--- src/hw/rtl/qsct_pkg.sv ---
// Package for the query string command tokenizer.
// Holds the byte classes, the queue entry type and the default sizes.
// Depends on nothing; every module of the block imports it.
package qsct_pkg;

  localparam int DefMaxTokens = 32;
  localparam int DefQueueDepth = 4;
  localparam int TokenNumW = 5;

  localparam logic [7:0] ChQmark = 8'h3F;
  localparam logic [7:0] ChEq    = 8'h3D;
  localparam logic [7:0] ChAmp   = 8'h26;
  localparam logic [7:0] ChPlus  = 8'h2B;
  localparam logic [7:0] ChMinus = 8'h2D;
  localparam logic [7:0] ChSpace = 8'h20;
  localparam logic [7:0] ChTab   = 8'h09;
  localparam logic [7:0] ChCr    = 8'h0D;
  localparam logic [7:0] ChZero  = 8'h30;
  localparam logic [7:0] ChNine  = 8'h39;

  typedef enum logic [3:0] {
    CLS_NUL,
    CLS_QMARK,
    CLS_EQ,
    CLS_AMP,
    CLS_DIGIT,
    CLS_SPACE,
    CLS_PLUS,
    CLS_MINUS,
    CLS_OTHER
  } cls_e;

  typedef struct packed {
    logic [7:0] data;
    cls_e       cls;
    logic       last;
  } qsct_item_t;

endpackage

--- src/hw/rtl/qsct_front.sv ---
// Front end of the tokenizer: classifies each incoming byte.
// Produces a queue entry with the byte, its class and the end flag.
// Depends on qsct_pkg.
module qsct_front
  import qsct_pkg::*;
(
  input  logic [7:0] data_byte_i,
  input  logic       last_byte_i,
  output qsct_item_t item_o
);

  cls_e cls;

  always_comb begin
    if (data_byte_i == 8'h00) begin
      cls = CLS_NUL;
    end else if (data_byte_i == ChQmark) begin
      cls = CLS_QMARK;
    end else if (data_byte_i == ChEq) begin
      cls = CLS_EQ;
    end else if (data_byte_i == ChAmp) begin
      cls = CLS_AMP;
    end else if (data_byte_i >= ChZero && data_byte_i <= ChNine) begin
      cls = CLS_DIGIT;
    end else if (data_byte_i == ChSpace ||
                 (data_byte_i >= ChTab && data_byte_i <= ChCr)) begin
      cls = CLS_SPACE;
    end else if (data_byte_i == ChPlus) begin
      cls = CLS_PLUS;
    end else if (data_byte_i == ChMinus) begin
      cls = CLS_MINUS;
    end else begin
      cls = CLS_OTHER;
    end
  end

  assign item_o.data = data_byte_i;
  assign item_o.cls  = cls;
  assign item_o.last = last_byte_i;

endmodule

--- src/hw/rtl/qsct_fifo.sv ---
// Short queue between the byte classifier and the token parser.
// Register storage with read and write pointers and an entry count.
// Depends on qsct_pkg for the entry type.
module qsct_fifo
  import qsct_pkg::*;
#(
  parameter int DEPTH = DefQueueDepth
) (
  input  logic       clk_i,
  input  logic       rst_ni,
  input  logic       push_i,
  input  qsct_item_t push_item_i,
  output logic       full_o,
  input  logic       pop_i,
  output logic       valid_o,
  output qsct_item_t pop_item_o
);

  localparam int PtrW = (DEPTH > 1) ? $clog2(DEPTH) : 1;
  localparam int CntW = $clog2(DEPTH + 1);

  qsct_item_t       mem_q [DEPTH];
  logic [PtrW-1:0]  wr_ptr_q, wr_ptr_d;
  logic [PtrW-1:0]  rd_ptr_q, rd_ptr_d;
  logic [CntW-1:0]  count_q, count_d;
  logic             do_push, do_pop;

  assign full_o     = (count_q == CntW'(DEPTH));
  assign valid_o    = (count_q != '0);
  assign do_push    = push_i && !full_o;
  assign do_pop     = pop_i && valid_o;
  assign pop_item_o = mem_q[rd_ptr_q];

  always_comb begin
    wr_ptr_d = wr_ptr_q;
    rd_ptr_d = rd_ptr_q;
    count_d  = count_q;
    if (do_push) begin
      wr_ptr_d = (wr_ptr_q == PtrW'(DEPTH - 1)) ? '0 : wr_ptr_q + 1'b1;
    end
    if (do_pop) begin
      rd_ptr_d = (rd_ptr_q == PtrW'(DEPTH - 1)) ? '0 : rd_ptr_q + 1'b1;
    end
    if (do_push && !do_pop) begin
      count_d = count_q + 1'b1;
    end else if (do_pop && !do_push) begin
      count_d = count_q - 1'b1;
    end
  end

  always_ff @(posedge clk_i) begin
    if (do_push) begin
      mem_q[wr_ptr_q] <= push_item_i;
    end
  end

  always_ff @(posedge clk_i or negedge rst_ni) begin
    if (!rst_ni) begin
      wr_ptr_q <= '0;
      rd_ptr_q <= '0;
      count_q  <= '0;
    end else begin
      wr_ptr_q <= wr_ptr_d;
      rd_ptr_q <= rd_ptr_d;
      count_q  <= count_d;
    end
  end

endmodule

--- src/hw/rtl/qsct_back.sv ---
// Back end of the tokenizer: parse state machine, index and value
// converters, and the output register that holds one result.
// Depends on qsct_pkg for the byte classes and the queue entry type.
module qsct_back
  import qsct_pkg::*;
#(
  parameter int MAX_TOKENS = DefMaxTokens
) (
  input  logic                  clk_i,
  input  logic                  rst_ni,
  input  logic                  item_valid_i,
  input  qsct_item_t            item_i,
  output logic                  pop_o,
  output logic                  out_valid_o,
  input  logic                  out_stall_i,
  output logic                  token_valid_o,
  output logic [7:0]            cmd_letter_o,
  output logic signed [31:0]    cmd_index_o,
  output logic [31:0]           cmd_value_o,
  output logic                  string_done_o,
  output logic [TokenNumW-1:0]  token_number_o
);

  localparam int CntW = $clog2(MAX_TOKENS + 1);

  localparam logic [2:0] PH_WAIT_Q    = 3'd0;
  localparam logic [2:0] PH_LETTER    = 3'd1;
  localparam logic [2:0] PH_INDEX     = 3'd2;
  localparam logic [2:0] PH_VAL_START = 3'd3;
  localparam logic [2:0] PH_VALUE     = 3'd4;

  localparam logic [1:0] CV_SKIP   = 2'd0;
  localparam logic [1:0] CV_DIGITS = 2'd1;
  localparam logic [1:0] CV_DONE   = 2'd2;

  typedef struct packed {
    logic [31:0] acc;
    logic [1:0]  ph;
    logic        neg;
  } conv_t;

  localparam conv_t ConvReset = '{acc: 32'd0, ph: CV_SKIP, neg: 1'b0};

  function automatic conv_t conv_feed(conv_t s, qsct_item_t it);
    conv_t r;
    r = s;
    if (s.ph != CV_DONE) begin
      if (it.cls == CLS_DIGIT) begin
        r.acc = {s.acc[28:0], 3'b000} + {s.acc[30:0], 1'b0} + {28'd0, it.data[3:0]};
        r.ph  = CV_DIGITS;
      end else if (s.ph == CV_SKIP && it.cls == CLS_SPACE) begin
        r.ph = CV_SKIP;
      end else if (s.ph == CV_SKIP && (it.cls == CLS_PLUS || it.cls == CLS_MINUS)) begin
        r.neg = (it.cls == CLS_MINUS);
        r.ph  = CV_DIGITS;
      end else begin
        r.ph = CV_DONE;
      end
    end
    return r;
  endfunction

  logic [2:0]      phase_q, phase_n, phase_d;
  logic [CntW-1:0] cnt_q, cnt_n, cnt_d;
  logic [7:0]      letter_q, letter_n, letter_d;
  conv_t           idx_q, idx_n, idx_d;
  conv_t           val_q, val_n, val_d;
  logic            stopped_q, stopped_n, stopped_d;
  logic            emit, str_end, res_valid, res_tok;
  logic [CntW-1:0] cnt_m1;

  logic                 out_valid_q, out_valid_d;
  logic                 out_tok_q;
  logic [7:0]           out_letter_q;
  logic [31:0]          out_index_q;
  logic [31:0]          out_value_q;
  logic                 out_done_q;
  logic [TokenNumW-1:0] out_num_q;

  assign pop_o = item_valid_i && !(out_valid_q && out_stall_i);

  always_comb begin
    phase_n   = phase_q;
    cnt_n     = cnt_q;
    letter_n  = letter_q;
    idx_n     = idx_q;
    val_n     = val_q;
    stopped_n = stopped_q;
    emit      = 1'b0;
    if (item_i.cls != CLS_NUL && !stopped_q) begin
      unique case (phase_q)
        PH_WAIT_Q: begin
          if (item_i.cls == CLS_QMARK) begin
            phase_n = PH_LETTER;
          end
        end
        PH_LETTER: begin
          if (cnt_q >= CntW'(MAX_TOKENS)) begin
            stopped_n = 1'b1;
          end else begin
            cnt_n    = cnt_q + 1'b1;
            letter_n = item_i.data;
            idx_n    = ConvReset;
            val_n    = ConvReset;
            phase_n  = PH_INDEX;
          end
        end
        PH_INDEX: begin
          if (item_i.cls == CLS_EQ) begin
            phase_n = PH_VAL_START;
          end else if (item_i.cls == CLS_AMP) begin
            phase_n = PH_LETTER;
          end else begin
            idx_n = conv_feed(idx_q, item_i);
          end
        end
        PH_VAL_START, PH_VALUE: begin
          if (item_i.cls == CLS_AMP) begin
            emit    = 1'b1;
            phase_n = PH_LETTER;
          end else begin
            val_n   = conv_feed(val_q, item_i);
            phase_n = PH_VALUE;
          end
        end
        default: begin
          phase_n = PH_WAIT_Q;
        end
      endcase
    end

    str_end   = (item_i.cls == CLS_NUL) || item_i.last;
    res_valid = emit || str_end;
    res_tok   = emit || (str_end && !stopped_n && phase_n == PH_VALUE);
    cnt_m1    = cnt_n - 1'b1;

    if (str_end) begin
      phase_d   = PH_WAIT_Q;
      cnt_d     = '0;
      letter_d  = 8'd0;
      idx_d     = ConvReset;
      val_d     = ConvReset;
      stopped_d = 1'b0;
    end else begin
      phase_d   = phase_n;
      cnt_d     = cnt_n;
      letter_d  = letter_n;
      idx_d     = idx_n;
      val_d     = val_n;
      stopped_d = stopped_n;
    end
  end

  always_ff @(posedge clk_i or negedge rst_ni) begin
    if (!rst_ni) begin
      phase_q   <= PH_WAIT_Q;
      cnt_q     <= '0;
      letter_q  <= 8'd0;
      idx_q     <= ConvReset;
      val_q     <= ConvReset;
      stopped_q <= 1'b0;
    end else if (pop_o) begin
      phase_q   <= phase_d;
      cnt_q     <= cnt_d;
      letter_q  <= letter_d;
      idx_q     <= idx_d;
      val_q     <= val_d;
      stopped_q <= stopped_d;
    end
  end

  always_comb begin
    out_valid_d = out_valid_q;
    if (pop_o && res_valid) begin
      out_valid_d = 1'b1;
    end else if (out_valid_q && !out_stall_i) begin
      out_valid_d = 1'b0;
    end
  end

  always_ff @(posedge clk_i or negedge rst_ni) begin
    if (!rst_ni) begin
      out_valid_q <= 1'b0;
    end else begin
      out_valid_q <= out_valid_d;
    end
  end

  always_ff @(posedge clk_i) begin
    if (pop_o && res_valid) begin
      out_tok_q  <= res_tok;
      out_done_q <= str_end;
      if (res_tok) begin
        out_letter_q <= letter_n;
        out_index_q  <= idx_n.neg ? (32'd0 - idx_n.acc) : idx_n.acc;
        out_value_q  <= val_n.neg ? (32'd0 - val_n.acc) : val_n.acc;
        out_num_q    <= TokenNumW'(cnt_m1);
      end else begin
        out_letter_q <= 8'd0;
        out_index_q  <= 32'd0;
        out_value_q  <= 32'd0;
        out_num_q    <= '0;
      end
    end
  end

  assign out_valid_o    = out_valid_q;
  assign token_valid_o  = out_tok_q;
  assign cmd_letter_o   = out_letter_q;
  assign cmd_index_o    = out_index_q;
  assign cmd_value_o    = out_value_q;
  assign string_done_o  = out_done_q;
  assign token_number_o = out_num_q;

endmodule

--- src/hw/rtl/query_string_command_tokenizer.sv ---
// Top level of the query string command tokenizer.
// Instantiates qsct_front, qsct_fifo and qsct_back; depends on qsct_pkg.
//
//   channel   direction   handshake                 payload
//   in        input       in_valid_i / in_stall_o   data_byte_i, last_byte_i
//   out       output      out_valid_o / out_stall_i token and string-end fields
//
// One byte is accepted every cycle unless the queue is full; the rate is set by the parser's
// accumulate step, one multiply by ten and add per byte in the back end.
// The byte that causes a result is written into the queue, and the result is then held in the output register.
// Reset is asynchronous and clears all parse state at once.
// Output stalls are absorbed by the output register and a queue of
// QUEUE_DEPTH bytes; the input stalls only when that queue is full.
module query_string_command_tokenizer
  import qsct_pkg::*;
#(
  parameter int MAX_TOKENS  = DefMaxTokens,
  parameter int QUEUE_DEPTH = DefQueueDepth
) (
  input  logic                  clk_i,
  input  logic                  rst_ni,
  input  logic                  in_valid_i,
  output logic                  in_stall_o,
  input  logic [7:0]            data_byte_i,
  input  logic                  last_byte_i,
  output logic                  out_valid_o,
  input  logic                  out_stall_i,
  output logic                  token_valid_o,
  output logic [7:0]            cmd_letter_o,
  output logic signed [31:0]    cmd_index_o,
  output logic [31:0]           cmd_value_o,
  output logic                  string_done_o,
  output logic [TokenNumW-1:0]  token_number_o
);

  qsct_item_t front_item;
  qsct_item_t queue_item;
  logic       queue_full;
  logic       queue_valid;
  logic       queue_pop;

  qsct_front u_front (
    .data_byte_i (data_byte_i),
    .last_byte_i (last_byte_i),
    .item_o      (front_item)
  );

  qsct_fifo #(
    .DEPTH (QUEUE_DEPTH)
  ) u_fifo (
    .clk_i       (clk_i),
    .rst_ni      (rst_ni),
    .push_i      (in_valid_i),
    .push_item_i (front_item),
    .full_o      (queue_full),
    .pop_i       (queue_pop),
    .valid_o     (queue_valid),
    .pop_item_o  (queue_item)
  );

  assign in_stall_o = queue_full;

  qsct_back #(
    .MAX_TOKENS (MAX_TOKENS)
  ) u_back (
    .clk_i          (clk_i),
    .rst_ni         (rst_ni),
    .item_valid_i   (queue_valid),
    .item_i         (queue_item),
    .pop_o          (queue_pop),
    .out_valid_o    (out_valid_o),
    .out_stall_i    (out_stall_i),
    .token_valid_o  (token_valid_o),
    .cmd_letter_o   (cmd_letter_o),
    .cmd_index_o    (cmd_index_o),
    .cmd_value_o    (cmd_value_o),
    .string_done_o  (string_done_o),
    .token_number_o (token_number_o)
  );

endmodule

--- config.mk ---
export PLATFORM = sky130hd
export DESIGN_NAME = query_string_command_tokenizer
export DESIGN_NICKNAME = d
export VERILOG_FILES = /design/src/hw/rtl/qsct_pkg.sv /design/src/hw/rtl/qsct_front.sv /design/src/hw/rtl/qsct_fifo.sv /design/src/hw/rtl/qsct_back.sv /design/src/hw/rtl/query_string_command_tokenizer.sv
export SDC_FILE = /design/constraint.sdc
export NUM_CORES = 1
export LEC_CHECK = 0
export BUFFER_PORTS_ARGS = -buffer_cell sky130_fd_sc_hd__buf_2
export CORE_ASPECT_RATIO = 2
export CORE_MARGIN = 1
export CORE_UTILIZATION = 45
export DETAILED_ROUTE_END_ITERATION = 12
export GPL_TIMING_DRIVEN = 0
export PLACE_DENSITY = 0.63
export SLEW_MARGIN = 10
export SYNTH_ARGS = -nofsm -noshare
export SYNTH_HDL_FRONTEND = slang
export SYNTH_HIERARCHICAL = 1
export SYNTH_SLANG_ARGS = --single-unit
--- constraint.sdc ---
create_clock -name clk_i -period 6.52 [get_ports clk_i]
set_input_delay 1.304 -clock clk_i [delete_from_list [all_inputs] [get_ports clk_i]]
set_output_delay 1.304 -clock clk_i [all_outputs]
set_load 0.03 [all_outputs]
### After elaboration in Yosys (flattened, before gate mapping)

Memories as Yosys holds them, arrays and structs flattened.
Index checks and enable logic that the tools add are counted.

| operators by class | value |
|---|---|
| muxes and demuxes | 68 |
| order comparisons | 5 |
| equal/unequal tests | 29 |
| add/subtract/negate cells | 12 |
| reductions and logical operators | 44 |

Operators with widths:

| cell | count |
|---|---|
| $mux W35 | 11 |
| $pmux W35 S2 | 2 |
| $mux W32 | 4 |
| $add A32 B32 Y32 | 2 |
| $add A32 B4 Y32 | 2 |
| $sub A1 B32 Y32 const A | 2 |
| $eq A8 B6 Y1 const B | 6 |
| $mux W4 | 8 |
| $mux W8 | 4 |
| $mux W3 | 9 |
| $mux W6 | 4 |
| $logic_and A1 B1 Y1 | 17 |
| $mux W1 | 17 |
| $eq A4 B3 Y1 const B | 4 |
| $mux W2 | 8 |
| $ne A3 B2 Y1 const B | 4 |
| $pmux W3 S4 | 1 |
| $eq A3 B3 Y1 const B | 3 |
| $reduce_bool A3 Y1 | 3 |
| $eq A4 B2 Y1 const B | 2 |
| $ge A8 B4 Y1 const B | 1 |
| $ge A8 B6 Y1 const B | 1 |
| $le A8 B4 Y1 const B | 1 |
| $le A8 B6 Y1 const B | 1 |
| 23 further kinds | 41 |

| word-level totals | value |
|---|---|
| memories kept | 1 |
| bits in writable memories | 52 |
| logic and storage cells | 179 |
| bits of input ports | 13 |
| flip-flop bits (word level) | 175 |

Memories:

| memory | depth | bits a word | read ports | clocked after Yosys merged registers in | write ports | RTL line | text |
|---|---|---|---|---|---|---|---|
| u_fifo.mem_q | 4 | 13 | 1 | 0 | 1 | qsct_fifo.sv:22 | `qsct_item_t mem_q [DEPTH];` |

### Logic depth before layout (Yosys ltp)

Gate-level depths: netlist of run 1.
An unclocked memory read counts as a cell.

| depth | value |
|---|---|
| depth after elaboration | 14 |
| depth in mapped cells | 19 |

### Cells and area by module

The synthesis of run 1 kept the hierarchy.

By module, submodules not included:

| module | instances | cells each | area an instance (um2) |
|---|---|---|---|
| qsct_back | 1 | 1504 | 13284.0 |
| qsct_fifo | 1 | 105 | 2341.0 |
| qsct_front | 1 | 43 | 314.1 |

### Least setup slack after synthesis of run 1

No wires, ideal clock.

| path | value |
|---|---|
| kind | register to register |
| start point | register u_fifo.rd_ptr_q[0] |
| end point | register u_back.out_index_q[0], in the netlist u_back/cmd_index_o[0] (enable) |
| setup slack | 0.096 ns |
| data required time | 5.976 ns |
| stages on the path, launching flop included | 7 |
| path buffers | 2 |
| data arrival time | 5.880 ns |
| cell sequence | dfrtp_1 > buf_6 > buf_6 > mux4_2 > nor4_2 > nor2_1 > a21oi_1 |

RTL lines:

| what | RTL line | text |
|---|---|---|
| start: declaration | qsct_fifo.sv:24 | `logic [PtrW-1:0] rd_ptr_q, rd_ptr_d;` |
| start signal: assignment | qsct_fifo.sv:64 | `rd_ptr_q <= rd_ptr_d;` |
| end signal: assignment | qsct_back.sv:195 | `out_index_q <= idx_n.neg ? (32'd0 - idx_n.acc) : idx_n.acc;` |
| end: declaration | qsct_back.sv:75 | `logic [31:0] out_index_q;` |

==> summary.txt, run 1 <==
Status
  – Status: finished, final reports clean

Clock tree
  – CTS tree: built
  – Reg clk slew, reported paths: 0.07 ns
  – Clock root cell: clkbuf_16
  – Clock sink count: between 200 and 250
  – H-Tree Depth: 1
  – Worst-skew pair later-pin latency: between 0.5 and 0.6 ns
  – Clock tree buffer depth: 3
  – CTS buffer count: 23
  – Cts hold-fix bufs: 0

GRT
  – Initial antenna violation count: 1
  – Largest net degree at the start of global routing: 56
  – Total grt overflow: 0
  – Global-route wire length before repair: 81.8 mm
  – Number of global-route vias before repair: about 14000
  – Total GRT Usage: 0.303

Placement
  – Dpl hpwl: 41.9 mm
  – Port Buf Inserts: roughly 90
  – GPL Wtd Cong: 0.978
  – Placement Setup Slack: -0.0524 ns
  – Placed insts: 2190
  – Dpl cell area: about 17000 sq um

Die
  – Die area: 36200 sq um
  – Die Width: approximately 140 um
  – Initial Util: 0.456
  – Core Area: 35000 sq um
  – IO Count: 94
  – Cell row count: between 90 and 100
  – Die height: 268 um

STA
  – Slew HR: 0.226
  – TNS Setup: 0 ns
  – RSZ-0062 raised after global routing: no
  – F_max: about 0.16 GHz
  – Worst-Margin Slew: 1.14 ns
  – Slew Limit Fails: 0
  – Final setup vio count: 0
  – Period utilization: 0.968
  – Final Hold Violating Endpoints: 0
  – Tmin final: 6.31 ns
  – Setup ws final: approximately 0.21 ns
  – Clock Skew: 0.0207 ns

Logic synthesis
  – Netlist cell types: 100
  – Seq/Total Area, Yosys: 0.398
  – Synth cell count leaders: nand2_1, nor2_1, edfxtp_1
  – Top-area cell type share of the netlist area: 0.247
  – Synth area leader: edfxtp_1
  – Synth Instances: 1652
  – Synthesized flop and latch total: 227
  – Warnings, synthesis: 6
  – Share of async-settable or async-resettable flops after synthesis: 0.423
  – Mapped Area: 15900 sq um
  – Main synth FF type: edfxtp_1
  – EDFF count, synth: between 100 and 150
  – Top-count cell post-synth: nand2_1
  – Ranking of synthesized cells by area: edfxtp_1, dfrtp_1, ha_1
  – Syn_area_per_cell: between 9 and 10 sq um
  – Syn_nets: between 1500 and 2000

Layout
  – Sequential cell area: between 6000 and 7000 sq um
  – Layout fillers: 3309
  – N_diodes: 0
  – Post-layout instance area: 17900 sq um
  – # nets final: 1915
  – Synthesis-to-finish area growth: 12.2%
  – Multi-input logic area: approximately 9000 sq um
  – Share of cells above drive strength 1: 0.129
  – Final cell utilization of the core: 0.511
  – Non-Filler Instances: 2232

Route
  – Antenna Violating Nets Remaining: 0
  – DR vias: 14100
  – First DRT Iteration DRCs: 921
  – WL per Instance: 24.5 um
  – Routed wire length: 54.6 mm
  – DRC Markers: 0
  – First drt pass iteration count: 5
  – Post-DR vias/cell: 6.32

Pwr
  – Switch share: 0.427
  – Sequential share of power: 0.358
  – Net switching power: 2.49 mW
  – Max VDD drop: 0.298 mV
  – Power Density: 327 nW/um^2
  – Clock Power Share: 0.234
  – Gate power share: 0.409
  – Pint: around 3.3 mW
  – Lkg Pwr: about 7.3 nW

Worst setup path
  – Crit Path Class: flop to flop
  – WP data required: 6.79 ns
  – Crit Path Max Fanout: 10
  – Top cell family by delay on the critical path: compound AO/OA/AOI/OAI gates
  – CP max-delay cell: or4b_1
  – R2r setup slk: 0.21 ns
  – Setup crit start kind: flop
  – CP endpoint kind: flop
  – Critical-path cell list: buf_6 -> buf_6 -> mux4_2 -> inv_1 -> fa_1 -> inv_1 -> ha_1 -> a211oi_1 -> o21ai_1 -> a211oi_1 -> a22oi_1 -> a221oi_2 -> xor2_1 -> o21ai_1 -> or4b_1 -> nor4b_2 -> a21oi_1 -> mux2_1
  – CP arrival: 6.58 ns
  – Max incr delay on CP: about 0.62 ns
  – CP bufs+invs: 4

Run
  – Max Cap Violations: 0

Worst hold path
  – Min-Delay Path Class: flop to flop
[final cells by class]
cell class	instances	area share
inverters	48	0.0101
clock inverters	15	0.00924
plain buffers	97	0.0257
multi-input cells	1280	0.506
well taps	445	0.0311
repair buffers	93	0.0306
clock buffers	27	0.0330
flip-flops and latches	227	0.354
[per-layer routing]
metal,part of all wire,global-route usage,vias to the layer above
li1,-,-,6443
met3,0.050,0.0351,274
met1,0.32,0.283,6748
met5,0.00022,0,-
met4,0.10,0.268,2
met2,0.53,0.567,629
[cell usage in the layout (no fill, tap or decap), types with 7 or more instances in the layout]
cell	synthesis	routed
buf_2	13	101
nand2_1	160	160
o31ai_1	12	12
nor2b_1	8	8
a22o_1	42	42
o21ai_1	6	7
nor4_1	10	7
mux4_2	13	13
o22ai_1	13	13
buf_6	6	7
ha_1	127	127
nor2_1	151	150
or3_1	16	16
buf_4	9	9
nand3_1	25	25
or2_2	7	7
and2_1	18	18
xor2_1	45	45
inv_1	46	46
nand2b_1	13	13
a32o_1	7	7
dfrtp_1	96	96
mux2i_1	8	8
nand4_1	22	22
edfxtp_1	131	131
clkbuf_1	67	71
a211oi_1	16	16
o21a_1	14	14
a21oi_1	101	100
xnor2_1	48	48
a21o_1	26	26
o211ai_1	14	14
a22oi_1	20	20
and3_1	16	16
o21ai_0	127	126
a31oi_1	27	26
nor3_1	26	26
clkbuf_16	0	23
[timing repair]
item | CTS | global route
setup endpoints to repair | 4 | 12
buffers inserted | 0 | 0
gates resized for setup | 1 | 9
[worst paths after layout]
path / startpoint / endpoint / depth (start not counted)
worst max-delay path: u_fifo/rd_ptr_q[0] / u_back/cmd_index_o[30] / 18
worst min-delay path: u_back/letter_q[5] / u_back/letter_q[5] / 2
worst max register to register: u_fifo/rd_ptr_q[0] / u_back/cmd_index_o[30] / 18
worst min register to register: u_back/letter_q[5] / u_back/letter_q[5] / 2
max in group asynchronous: rst_ni / u_back/val_q[20] / 2
min in group asynchronous: rst_ni / u_back/cnt_q[1] / 1
[cell families after synthesis]
group	Yosys count	share of synthesized area
flops	227	0.398
fa+ha+maj	132	0.106
simple gates	529	0.167
xor+xnor	93	0.0511
compound gates	497	0.209
buf+inv	145	0.0401
mux	29	0.0295
[power by group through the flow]
stage          clock network [mW]  logic [mW]  registers, mW
2_1_floorplan                   0       0.981           2.67
3_3_place_gp                    0        2.14           2.14
3_5_place_dp                    0        2.35           2.12
4_1_cts                      1.39        2.35           2.09
5_1_grt                      1.43        2.51           2.13
6_report                     1.36        2.39           2.09
[through the flow]
stage                     total power [mW]  hold slack [ns]
after floorplan                       3.65            0.450
after global placement                4.28            0.463
after detailed placement              4.46            0.474
after CTS                             5.84            0.490
after global routing                  6.06            0.515
final                                 5.84            0.491
[registers in the layout, summed over array words and instances (netlist names)]
name / cells
u_back/cmd_index_o: 32
u_back/string_done_o: 1
u_back/cmd_letter_o: 8
u_back/token_number_o: 5
u_back/letter_q: 8
u_fifo/count_q: 3
u_fifo/wr_ptr_q: 2
u_back/idx_q: 35
u_back/token_valid_o: 1
u_back/cmd_value_o: 32
u_back/phase_q: 3
u_back/stopped_q: 1
u_back/out_valid_o: 1
u_back/cnt_q: 6
u_fifo/mem_q: 52
u_back/val_q: 35
u_fifo/rd_ptr_q: 2
[worst min-delay path: cells and delay by family (launching register included)]
family / cells / cell delay [ns]
AND/OR/NAND/NOR: 1 / 0.05
flip-flops: 1 / 0.35
AO/OA/AOI/OAI: 1 / 0.06
No activity file was read; power rests on OpenSTA's default activity.
==> inputs of run 2 (changes only) <==
--- a/config.mk
+++ b/config.mk
@@ -5,13 +5,14 @@
 export SDC_FILE = /design/constraint.sdc
 export NUM_CORES = 1
 export LEC_CHECK = 0
+export ABC_AREA = 1
 export BUFFER_PORTS_ARGS = -buffer_cell sky130_fd_sc_hd__buf_2
 export CORE_ASPECT_RATIO = 2
 export CORE_MARGIN = 1
 export CORE_UTILIZATION = 45
 export DETAILED_ROUTE_END_ITERATION = 12
-export GPL_TIMING_DRIVEN = 0
 export PLACE_DENSITY = 0.63
+export SKIP_LAST_GASP = 1
 export SLEW_MARGIN = 10
 export SYNTH_ARGS = -nofsm -noshare
 export SYNTH_HDL_FRONTEND = slang
==> summary.txt, run 2 <==
Status
  – Status: finished, final reports clean

GRT
  – Initial antenna violation count: 2 (+1)
  – Global-route wire length before repair: 92.4 mm (+13%)
  – Largest net degree at the start of global routing: 71 (+27%)
  – Total GRT Usage: 0.309 (+0.00691)
  – Number of global-route vias before repair: 16800 (+18%)
  – Total grt overflow: 0 (unchanged)

Logic synthesis
  – Ranking of synthesized cells by area: edfxtp_1, nand2_1, dfrtp_1
  – Share of async-settable or async-resettable flops after synthesis: 0.423 (unchanged)
  – Top-count cell post-synth: nand2_1
  – Netlist cell types: 56 (-44%)
  – Synth area leader: edfxtp_1
  – Synthesized flop and latch total: 227 (unchanged)
  – Mapped Area: 17500 sq um (+10%)
  – Top-area cell type share of the netlist area: 0.224 (-0.0225)
  – Warnings, synthesis: 6 (unchanged)
  – Seq/Total Area, Yosys: 0.361 (-0.0362)
  – Synth cell count leaders: nand2_1, inv_1, nor2_1
  – EDFF count, synth: 131 (unchanged)
  – Main synth FF type: edfxtp_1
  – Syn_area_per_cell: 7.21 sq um (-25%)
  – Synth Instances: 2433 (+47%)
  – Syn_nets: 2578 (+43%)

Clock tree
  – Reg clk slew, reported paths: 0.07 ns (about the same)
  – CTS buffer count: 23 (unchanged)
  – H-Tree Depth: 1 (unchanged)
  – CTS tree: built
  – Cts hold-fix bufs: 0 (unchanged)
  – Resized Gates After CTS: 0 (-1)
  – Post-CTS setup buffer count: 0 (unchanged)
  – Clock tree buffer depth: 3 (unchanged)
  – Worst-skew pair later-pin latency: 0.55 ns (about the same)
  – Clock sink count: 227 (unchanged)
  – Clock root cell: clkbuf_16

Layout
  – Commonest cells after routing, fill and taps aside: nand2_1, inv_1, nor2_1
  – Final cell utilization of the core: 0.502 (-0.00976)
  – Largest register FFs: 52 (unchanged)
  – Commonest non-fill, non-tap cell in the layout: nand2_1
  – Largest register by flop count: u_fifo/mem_q
  – Synthesis-to-finish area growth: 10.2%
  – Largest regs: u_fifo/mem_q (52), u_back/idx_q (35), u_back/val_q (35)
  – Layout fillers: 3905 (+18%)
  – # nets final: 2652 (+38%)
  – N_diodes: 0 (unchanged)
  – Share of cells above drive strength 1: 0.105 (-0.0233)

Pwr
  – Switch share: 0.469 (+0.0419)
  – Sequential share of power: 0.329 (-0.029)
  – Clock Power Share: 0.220 (-0.014)
  – Gate power share: 0.451 (+0.042)
  – Power Density: 356 nW/um^2 (+9.0%)
  – Lkg Pwr: 9.36 nW (+28%)
  – Net switching power: 3.23 mW (+30%)
  – Max VDD drop: 0.350 mV (+18%)
  – Pint: 3.66 mW (+9.3%)

Worst setup path
  – CP arrival: 5.63 ns (-0.95 ns)
  – Crit Path Max Fanout: 55 (+45)
  – Crit Path Class: flop to flop
  – WP data required: 6.80 ns (about the same)
  – Worst Setup SP: u_fifo/rd_ptr_q[0]
  – CP max-delay cell: dfrtp_2
  – Max incr delay on CP: 0.99 ns (+0.37 ns)
  – CP endpoint kind: flop
  – Setup crit start kind: flop
  – Crit Reg-Reg Startpoint: u_fifo/rd_ptr_q[0]
  – Most frequent CP cell: nand2_1
  – Critical-path cell list: o211ai_1 -> nand2_1 -> inv_1 -> fa_1 -> inv_1 -> ha_1 -> nand2_1 -> nor2_1 -> nand3_1 -> nand3_1 -> nand2_1 -> nand2_1 -> nand2_1 -> nand3_1 -> nand2_1 -> nand2_1 -> nor2_1 -> nand2_1 -> nor2_1 -> nand3_1 -> nand2_1 -> nand2_1 -> nand2_1 -> a21oi_1

Die
  – Die Width: 142 um (+4.8%)
  – Cell row count: 102 (+5.2%)
  – IO Count: 94 (unchanged)
  – Initial Util: 0.455 (-0.000968)
  – Core Area: 38500 sq um (+10%)
  – Die height: 281 um (+4.9%)
  – Die area: 39800 sq um (+9.9%)

STA
  – Slew HR: 0.368 (+0.142)
  – Hold Slack: 0.487 ns (-0.00309 ns)
  – Final setup vio count: 0 (unchanged)
  – TNS Setup: 0 ns (unchanged)
  – Clock Skew: 0.0142 ns (-0.00647 ns)
  – Period utilization: 0.821 (-0.147)
  – Worst-Margin Slew: 0.945 ns (-0.200 ns)
  – Final Hold Violating Endpoints: 0 (unchanged)
  – Tmin final: 5.35 ns (-0.958 ns)
  – F_max: 0.187 GHz (+18%)
  – RSZ-0062 raised after global routing: no
  – Slew Limit Fails: 0 (unchanged)

Worst hold path
  – Hold_sp: u_back/letter_q[3]
  – Min-Delay Path Class: flop to flop

Route
  – Antenna Violating Nets Remaining: 0 (unchanged)
  – DR vias: 16800 (+19%)
  – First DRT Iteration DRCs: 1049 (+14%)
  – First drt pass iteration count: 5 (unchanged)
  – Routed wire length: 61.2 mm (+12%)
  – WL per Instance: 20.1 um (-18%)
  – Post-DR vias/cell: 5.52 (-13%)
  – DRC Markers: 0 (unchanged)

Placement
  – Dpl hpwl: 46.8 mm (+12%)
  – GPL Wtd Cong: 1.10 (+12%)
  – Port Buf Inserts: 93 (+5.7%)

Run
  – Max Cap Violations: 0 (unchanged)
## run 2: worst paths after layout
path / to / slack, ns / depth (start not counted)
setup / recovery: u_back/cmd_value_o[31] / 1.17 / 24
hold / removal: u_back/letter_q[3] / 0.49 / 2
setup reg to reg: u_back/cmd_value_o[31] / 1.17 / 24
hold reg to reg: u_back/letter_q[3] / 0.49 / 2
max in group asynchronous: u_back/val_q[12] / 4.49 / 2
min in group asynchronous: u_fifo/rd_ptr_q[0] / 0.81 / 1
## run 2: worst max-delay path, delay by kind of cell, from the launching register on
family          cells  cell delay, ns
fa+ha+maj           2            0.94
flops               1            0.99
simple gates       18            2.67
compound gates      2            0.26
buf+inv             2            0.20
## run 2: metrics by stage
stage          instance area, sq um  cells  power [mW]  setup WS, ns
6_report                      19300   3044        6.89          1.17
5_1_grt                       19300   3044        7.22         0.820
4_1_cts                       19300   3044        6.92          1.45
3_5_place_dp                  18500   3002        5.39          1.48
3_3_place_gp                  18500   3002        5.35          1.53
2_1_floorplan                 17500   2433        4.40         0.414
## run 2: cell families (layout without fill, tap and decap cells)
family / Yosys count / count (layout) / share of synthesized area
AOI/OAI and AO/OA: 407 / 407 / 0.134
adders and majority gates: 132 / 132 / 0.0963
xor gates and xnor gates: 20 / 20 / 0.00999
and+or+nand+nor: 1206 / 1206 / 0.296
DFF: 227 / 227 / 0.361
buffers and inverters: 441 / 532 / 0.102
## run 2: power by group through the flow
stage | registers, mW | logic (mW) | clock network (mW)
floorplan | 2.75 | 1.65 | 0
global placement | 2.29 | 3.06 | 0
detailed placement | 2.30 | 3.10 | 0
CTS | 2.27 | 3.10 | 1.54
global route | 2.30 | 3.33 | 1.59
finish | 2.27 | 3.11 | 1.51
## run 2: per-layer routing
layer / routed length [um] / track usage / vias to the layer above
li1: - / - / 8143
met1: 20600 / 0.291 / 7846
met2: 32600 / 0.586 / 561
met3: 2850 / 0.0501 / 237
met4: 5110 / 0.239 / 4
met5: 28 / 0 / -
## run 2: layout make-up
type                    count  area, sq um  share of cell area
inverters                 375         1410              0.0731
flip-flops and latches    227         6340               0.328
well taps                 520          651              0.0337
clock buffers              28          637              0.0329
clock inverters            14          223              0.0115
repair buffers            115          633              0.0327
multi-input cells        1765         9440               0.488
